[src/hw/rtl/tensor_permute_address_gen_defines.svh]
// assertion macros for the tensor permute address generator
// used by tensor_permute_address_gen; assumes clk and rst in scope
`ifndef TENSOR_PERMUTE_ADDRESS_GEN_DEFINES_SVH
`define TENSOR_PERMUTE_ADDRESS_GEN_DEFINES_SVH
`ifndef SYNTHESIS
`define TPAG_ASSERT(lbl, prop) \
  lbl: assert property (@(posedge clk) disable iff (rst) (prop)) \
    else $error("tpag assertion failed");
`define TPAG_ASSERT_NEXT(lbl, pre, post) \
  lbl: assert property (@(posedge clk) (pre) |=> (post)) \
    else $error("tpag assertion failed");
`else
`define TPAG_ASSERT(lbl, prop)
`define TPAG_ASSERT_NEXT(lbl, pre, post)
`endif
`endif

[src/hw/rtl/tpag_pkg.sv]
// shared types and constants of the tensor permute address generator
// no dependencies
`timescale 1ns / 1ps
package tpag_pkg;
  localparam int MAX_DIMS = 4;
  localparam int DIV_STEPS = 32;
  localparam int NUM_CELLS = 2 * DIV_STEPS;
  localparam int NUM_REGS = 8;

  localparam logic [2:0] REG_NUM_DIMS = 3'd0;
  localparam logic [2:0] REG_DIM0 = 3'd1;
  localparam logic [2:0] REG_DIM1 = 3'd2;
  localparam logic [2:0] REG_DIM2 = 3'd3;
  localparam logic [2:0] REG_DIM3 = 3'd4;
  localparam logic [2:0] REG_PERM = 3'd5;
  localparam logic [2:0] REG_DST_BS = 3'd6;
  localparam logic [2:0] REG_SRC_BS = 3'd7;

  typedef struct packed {
    logic [2:0] num_dims;
    logic [MAX_DIMS-1:0][63:0] desc;
    logic [7:0] perm;
    logic [31:0] dst_bs;
    logic [31:0] src_bs;
  } tpag_cfg_t;

  typedef struct packed {
    logic valid;
    logic keep;
    logic [15:0] batch;
    logic [MAX_DIMS-1:0][31:0] rem;
    logic [MAX_DIMS-1:0][31:0] word;
  } tpag_stage_t;

  typedef struct packed {
    logic valid;
    logic [31:0] src;
    logic [31:0] dst;
  } tpag_result_t;
endpackage

[src/hw/rtl/tpag_div_cell.sv]
// one restoring division step for every dimension lane
// depends on tpag_pkg
`timescale 1ns / 1ps
module tpag_div_cell (
  input  logic clk,
  input  logic rst,
  input  logic en,
  input  logic [tpag_pkg::MAX_DIMS-1:0][31:0] divisor,
  input  tpag_pkg::tpag_stage_t stage_in,
  output tpag_pkg::tpag_stage_t stage_out
);
  import tpag_pkg::*;

  tpag_stage_t stage_next;
  logic [MAX_DIMS-1:0][32:0] trial;
  logic [MAX_DIMS-1:0][32:0] diff;

  always_comb begin
    stage_next = stage_in;
    for (int i = 0; i < MAX_DIMS; i++) begin
      trial[i] = {stage_in.rem[i], stage_in.word[i][31]};
      diff[i] = trial[i] - {1'b0, divisor[i]};
      if (trial[i] >= {1'b0, divisor[i]}) begin
        stage_next.rem[i] = diff[i][31:0];
        stage_next.word[i] = {stage_in.word[i][30:0], 1'b1};
      end else begin
        stage_next.rem[i] = trial[i][31:0];
        stage_next.word[i] = {stage_in.word[i][30:0], 1'b0};
      end
    end
  end

  always_ff @(posedge clk) begin
    if (rst) begin
      stage_out.valid <= 1'b0;
    end else if (en) begin
      stage_out.valid <= stage_next.valid;
    end
  end

  always_ff @(posedge clk) begin
    if (en) begin
      stage_out.keep <= stage_next.keep;
      stage_out.batch <= stage_next.batch;
      stage_out.rem <= stage_next.rem;
      stage_out.word <= stage_next.word;
    end
  end
endmodule

[config.mk]
export PLATFORM = sky130hd
export DESIGN_NAME = tpag_div_cell
export DESIGN_NICKNAME = d
export VERILOG_FILES = /design/src/hw/rtl/tensor_permute_address_gen_defines.svh /design/src/hw/rtl/tpag_pkg.sv /design/src/hw/rtl/tpag_div_cell.sv
export SDC_FILE = /design/constraint.sdc
export NUM_CORES = 1
export LEC_CHECK = 0
export CORE_AREA = 2 2 265 267
export CTS_CLUSTER_DIAMETER = 40
export CTS_CLUSTER_SIZE = 25
export DETAILED_ROUTE_END_ITERATION = 16
export DIE_AREA = 0 0 267 269
export DONT_BUFFER_PORTS = 1
export GPL_TIMING_DRIVEN = 0
export PLACE_DENSITY = 0.4
export SYNTH_ARGS = -nofsm -noshare
export SYNTH_HDL_FRONTEND = slang
export SYNTH_SLANG_ARGS = --single-unit
[constraint.sdc]
create_clock -name clk -period 4.95 [get_ports clk]
set_input_delay 0.99 -clock clk [delete_from_list [all_inputs] [get_ports clk]]
set_output_delay 0.99 -clock clk [all_outputs]
set_load 0.005 [all_outputs]
==> out/metrics.yaml, run 1 <==
sta:
  timing.fmax_mhz: 250
  fin_crit_sh_pct: 80.8
  final_max_slew_viol_count: 0
  setup_slack_ns: 0.952
  finalSetupTns_ns: 0
  relSlewSlack_pct: 42.2
  worst_clock_skew_ns: 0
  tightestPinTransition_ns: 0.857
  grt_setup_unrepaired: "no"
  min_period_ns: 4.00
  finalHoldViolCount: 0
  finalSetupViolations: 0
synthesis:
  synth_compound_area_share_pct: 14.5
  synth-seq-cells: 274
  synth_top_family_by_area: "compound AO/OA/AOI/OAI gates"
  synthAdderAreaFrac_pct: 9.88
  synth_nets: 2051
  yosysMostFrequentCell: "edfxtp_1"
  synthFlopType: "edfxtp_1"
  async_reset_ff_share_pct: 0
  yosysUniqueCellTypes: 67
  syn-cell-area_mm2: 0.0170
  synth_edf_count: 273
  synth-simple-area-share_pct: 8.32
  synth_xor_area_share_pct: 5.51
  synth_common_cells: "edfxtp_1 (273), inv_1 (163), ha_1 (128)"
  syn_avg_cell_area_um2: 11.2
  synthTopCellsByArea: "edfxtp_1 (48%), ha_1 (9.4%), mux2_2 (6.0%)"
  synth_top_area_share_pct: 48.2
  synthMuxAreaShare_pct: 8.99
  syn-instance-count: 1514
  yosys.area.top_type: "edfxtp_1"
  yosysWarnings: 0
  synth-seq-area-share_pct: 48.3
final_layout:
  reg.largest.list: "stage_out: 274 flops"
  final_area_mm2: 0.0201
  drive_gt1_share_pct: 14.8
  regMostFlops: "stage_out"
  nets: 2108
  largest_reg_flops: 274
  syn_to_final_growth_pct: 18.2
  fin_util_pct: 29.0
min_path:
  min_to: "stage_out[273]"
  hold_path.class: "input port to register"
  holdPathStages: 1
  hold_start: "rst"
cts:
  cts-root-buf: "clkbuf_16"
  post-cts-setup-buffers: 0
  cts_buffers: 55
  clkTransAtPathRegs_ns: 0.05
  tritoncts: "yes"
  clock_sinks: 274
  cts.path.max_buffers: 3
  htree_levels: 2
  cts_hold_buffers: 0
  post_cts_resized: 0
  clk_latency_ns: 0.58
global_routing:
  grt_usage_pct: 14.4
  grt_max_degree: 275
  grt_pass1_vias: 12100
  overflow: 0
  antenna_found_initial: 11
  grt_first_pass_wirelength_um: 77600
die:
  die_area_mm2: 0.0718
  die_h_um: 269
  row_count: 97
  core_mm2: 0.0693
  ios: 679
  die_w_um: 267
  initial_utilization_pct: 24.6
setup_path:
  critical_path_class: "input port to register"
  r2r_start: "stage_out[273]"
  cp.required_ns: 5.29
  worst_setup_path_end_kind: "register"
  arrival_ns: 4.33
  rr_endpoint: "stage_out[273]"
  critPathLaunchType: "input port"
  r2r_slack_ns: 4.32
  crit_fanout: 4
  reg2reg_depth: 2
pwr:
  leakage_nw: 8.08
  powerDensity_mw_per_mm2: 410
  power.switching_w: 0.00229
  totalPowerFinal_w: 0.00824
  p_comb_share_pct: 16.2
  power.internal_w: 0.00595
  ir_drop_mv: 0.244
  share_seq_of_total_power_pct: 37.8
  switching_share_pct: 27.8
  p_clk_share_pct: 46.0
status:
  status: "completed"
flow_run:
  drv_cap: 0
place:
  gp_congestion: 0.867
  dp_hpwl_um: 44800
  port_buffers: 0
  placed_cell_area_mm2: 0.0182
  place_ws_ns: 0.423
routing:
  viasPerCell: 4.75
  totalWireLength_um: 55700
  antenna_left: 0
  drc: 0
  drt_iter0_drc: 625
  vias: 12200
  wl_per_cell_um: 21.7
  drtPass1Iterations: 5
==> through the flow <==
step / std cells / hold WS [ns]
finish: 2560 / 0.477
global route: 2557 / 0.430
CTS: 2557 / 0.421
detailed placement: 2454 / 0.565
global placement: 2454 / 0.545
floorplan: 1514 / 0.485
==> final cells by class <==
class | count | area (um^2)
inverters | 163 | 612
diodes | 3 | 7.51
clock inverters | 47 | 534
multi-input cells | 1044 | 8030
well taps | 940 | 1180
flip-flops and latches | 274 | 8220
clock buffers | 56 | 1380
fillers | 7163 | 49200
plain buffers | 33 | 158
==> worst max path at each step <==
stage	from	end	slack, ns	cells past startpoint
finish	stage_in[95]	stage_out[220]	0.95	12
global route	divisor[9]	stage_out[158]	0.84	10
CTS	divisor[1]	stage_out[154]	1.04	12
detailed placement	divisor[1]	stage_out[154]	0.42	12
global placement	divisor[1]	stage_out[155]	0.40	12
floorplan	divisor[78]	stage_out[196]	1.03	12
==> routing by layer <==
metal / routed length (um) / global-route usage, %
met1: 20900 / 16.1
met2: 27500 / 24.7
met3: 5860 / 6.41
met4: 1310 / 4.37
met5: 59 / 0
==> power groups by stage <==
| stage | combinational, W | clock, W | sequential, W |
|---|---|---|---|
| 2_1_floorplan | 0.00105 | 0 | 0.00306 |
| 3_3_place_gp | 0.00133 | 0 | 0.00318 |
| 3_5_place_dp | 0.00132 | 0 | 0.00316 |
| 4_1_cts | 0.00134 | 0.00391 | 0.00313 |
| 5_1_grt | 0.00148 | 0.00400 | 0.00314 |
| 6_report | 0.00133 | 0.00379 | 0.00311 |
==> worst max-delay path: stages <==
cell	delay, ns
inv_1	0.03
ha_1	0.21
fa_1	0.41
nand2b_1	0.19
a211oi_1	0.47
o311ai_0	0.27
a22oi_1	0.54
nand3_1	0.23
a31oi_1	0.30
nor4_1	0.08
a311o_1	0.33
mux2_4	0.27
==> cells by family (layout without fill, tap and decap cells) <==
family	Yosys count	in the layout
AO/OA/AOI/OAI	384	384
AND/OR/NAND/NOR	293	293
flip-flops	274	274
buffers and inverters	196	299
adder cells (fa/ha/maj)	132	132
multiplexers	128	128
XOR/XNOR	107	107
other	0	3
==> placed cells by master, fill, tap and decap left out, types with 11 or more instances in the layout <==
master,count
edfxtp_1,273
inv_1,163
ha_1,128
a21oi_1,125
mux2_2,90
nand2_1,86
o21ai_0,71
nor2_1,71
xnor2_1,71
a21o_1,57
clkbuf_16,55
xor2_1,36
nand3_1,32
mux2_4,27
clkbuf_1,21
nand4_1,20
o21a_1,16
nor2b_1,15
o31ai_1,15
nor3_1,15
a31oi_1,15
o21bai_1,14
and3_1,13
a211oi_1,12
nand2b_1,12
inv_6,12
mux2i_1,11
Power figures use the tool's default switching activity.
==> run 2: changes to the inputs <==
- ABC_AREA: not set -> 1
- CORE_AREA: 2 2 265 267 -> 2 2 268 270
- DIE_AREA: 0 0 267 269 -> 0 0 270 272
- PLACE_DENSITY: 0.4 -> 0.45
- clock period: 4.95 -> 3.87 ns (I/O delays scaled with it)
==> out/metrics.yaml, run 2 <==
sta:
  grt_setup_unrepaired: "no"
  fin_crit_sh_pct: 63.7
  finalHoldViolCount: 0  # unchanged
  timing.fmax_mhz: 405
  tightestPinTransition_ns: 0.740  # -0.118 ns
  finalSetupViolations: 0  # unchanged
  relSlewSlack_pct: 50.7  # +8.4 points
  hold_slack_ns: 0.269  # -0.209 ns
  final_max_slew_viol_count: 0  # unchanged
  setup_slack_ns: 1.40  # +0.451 ns
  min_period_ns: 2.47
  finalSetupTns_ns: 0  # unchanged
  worst_clock_skew_ns: 0  # unchanged
synthesis:
  synthFlopType: "edfxtp_1"
  synth_nets: 3493  # +70%
  yosysWarnings: 0  # unchanged
  synth-seq-area-share_pct: 39.5  # -8.8 points
  synth_edf_count: 273  # unchanged
  syn-cell-area_mm2: 0.0208  # +22%
  yosysMostFrequentCell: "nand2_1"
  synth-seq-cells: 274  # unchanged
  async_reset_ff_share_pct: 0  # unchanged
  synthTopCellsByArea: "edfxtp_1 (39%), nand2_1 (22%), inv_1 (11%)"
  synth_top_area_share_pct: 39.4  # -8.7 points
  yosys.area.top_type: "edfxtp_1"
  yosysUniqueCellTypes: 32  # -52%
  synth_common_cells: "nand2_1 (1203), inv_1 (628), edfxtp_1 (273)"
  syn-instance-count: 2956  # +95%
  syn_avg_cell_area_um2: 7.03  # -37%
status:
  status: "completed"
cts:
  post_cts_resized: 0  # unchanged
  clkTransAtPathRegs_ns: 0.05  # about the same
  cts.path.max_buffers: 3  # unchanged
  cts_hold_buffers: 0  # unchanged
  post-cts-setup-buffers: 0  # unchanged
  cts_buffers: 50  # -9.1%
  cts-root-buf: "clkbuf_16"
  clock_sinks: 274  # unchanged
  tritoncts: "yes"
  clk_latency_ns: 0.57  # about the same
  htree_levels: 2  # unchanged
setup_path:
  cp.required_ns: 4.19  # -1.10 ns
  path_common_cell: "nand2_1"
  critical_path_class: "input port to register"
  crit_path_cell_trace: "inv_1 -> ha_1 -> nand2_1 -> nor2_1 -> nand2_1 -> nor2_2 -> nand3_1 -> nand3_1 -> nor2_2 -> nand2_4 -> buf_6 -> nand2_1 -> nand2_1"
  critPathLaunchType: "input port"
  worst_setup_path_end_kind: "register"
  critPathMaxStageDelay_ns: 0.38  # -0.16 ns
  crit_fanout: 10  # +6
  arrival_ns: 2.79  # -1.54 ns
  cpMaxStageDelayCell: "ha_1"
global_routing:
  grt_usage_pct: 18.8  # +4.4 points
  grt_max_degree: 275  # unchanged
  overflow: 0  # unchanged
  antenna_found_initial: 10  # -1
  grt_pass1_vias: 17400  # +44%
  grt_first_pass_wirelength_um: 106000  # +36%
pwr:
  ir_drop_mv: 0.338  # +39%
  totalPowerFinal_w: 0.0105  # +27%
  powerDensity_mw_per_mm2: 442  # +7.8%
  leakage_nw: 12.7  # +57%
die:
  die_area_mm2: 0.0734  # +2.3%
  core_mm2: 0.0708  # +2.1%
  die_w_um: 270  # +1.1%
  initial_utilization_pct: 29.4  # +4.8 points
  ios: 679  # unchanged
  row_count: 98  # +1.0%
  die_h_um: 272  # +1.1%
final_layout:
  reg.largest.list: "stage_out: 274 flops"
  final_cell_mix: "nand2_1 (1203), inv_1 (628), edfxtp_1 (273)"
  nets: 3545  # +68%
  regArea_mm2: 0.00822  # unchanged
  largest_reg_flops: 274  # unchanged
  multiInputGateArea_mm2: 0.00991  # +23%
  drive_gt1_share_pct: 6.40  # -8.4 points
  final_common_cell: "nand2_1"
  num-fill-cells: 7740  # +8.1%
  syn_to_final_growth_pct: 14.2
  regMostFlops: "stage_out"
routing:
  drc: 0  # unchanged
  drt_iter0_drc: 1071  # +71%
  antenna_left: 0  # unchanged
  drtPass1Iterations: 5  # unchanged
  viasPerCell: 4.42  # -7.1%
  totalWireLength_um: 71400  # +28%
  vias: 17700  # +45%
  wl_per_cell_um: 17.8  # -18%
min_path:
  hold_path.class: "input port to register"
place:
  gp_congestion: 0.885  # +2.0%
  port_buffers: 0  # unchanged
  place_ws_ns: 0.859  # +0.436 ns
  dp_hpwl_um: 59200  # +32%
flow_run:
  drv_cap: 0  # unchanged
run 2: changes by cell type in the layout (fill, tap and decap cells not counted), sizes merged, moves of 67 or more:
cell / delta
inv: +464
mux2: -117
nand2: +1139
nand3: +218
nor2: +101
o21ai: -68
xnor2: -67
run 2: final cells by class:
class | instances | area share, %
clock buffer | 55 | 5.62
buffer | 39 | 1.15
antenna | 3 | 0.0316
clock inverter | 38 | 1.78
tap | 950 | 5.01
sequential | 274 | 34.6
multi-input combinational | 2008 | 41.7
inverter | 635 | 10.0
run 2: worst max-delay path: cells and delay by family:
kind | cells | cell delay, ns
AND/OR/NAND/NOR | 10 | 1.38
adder cells (fa/ha/maj) | 1 | 0.38
buffers and inverters | 2 | 0.23
run 2: worst paths after layout:
check	start	end	slack (ns)	depth (start not counted)
setup / recovery	divisor[18]	stage_out[151]	1.40	13
hold reg to reg	stage_out[273]	stage_out[273]	0.54	2
hold / removal	rst	stage_out[273]	0.27	1
setup reg to reg	stage_out[273]	stage_out[273]	3.27	2
run 2: logic make-up after synthesis:
group	share of synthesized area (%)
xor gates and xnor gates	2.36
buffers and inverters	12.8
muxes	0.0482
DFF	39.5
and+or+nand+nor	34.9
AOI/OAI and AO/OA	2.29
adders and majority gates	8.09
run 2: through the flow:
stage	utilization, %	area, um^2	cells
CTS	33.5	23700	3999
finish	33.5	23700	4002
global placement	31.1	22000	3906
floorplan	-	20800	2956
global route	33.5	23700	4001
detailed placement	31.1	22000	3906
run 2: power by group:
| group | switching, W | internal [W] |
|---|---|---|
| combinational | 0.00136 | 0.000676 |
| clock | 0.00169 | 0.00282 |
| sequential | 0.000224 | 0.00371 |
| total | 0.00328 | 0.00720 |
run 2: routing by layer:
layer	wire, um	GRT usage (%)
met1	29700	22.4
met2	33500	31.8
met3	6530	7.11
met4	1560	4.72
met5	67	0
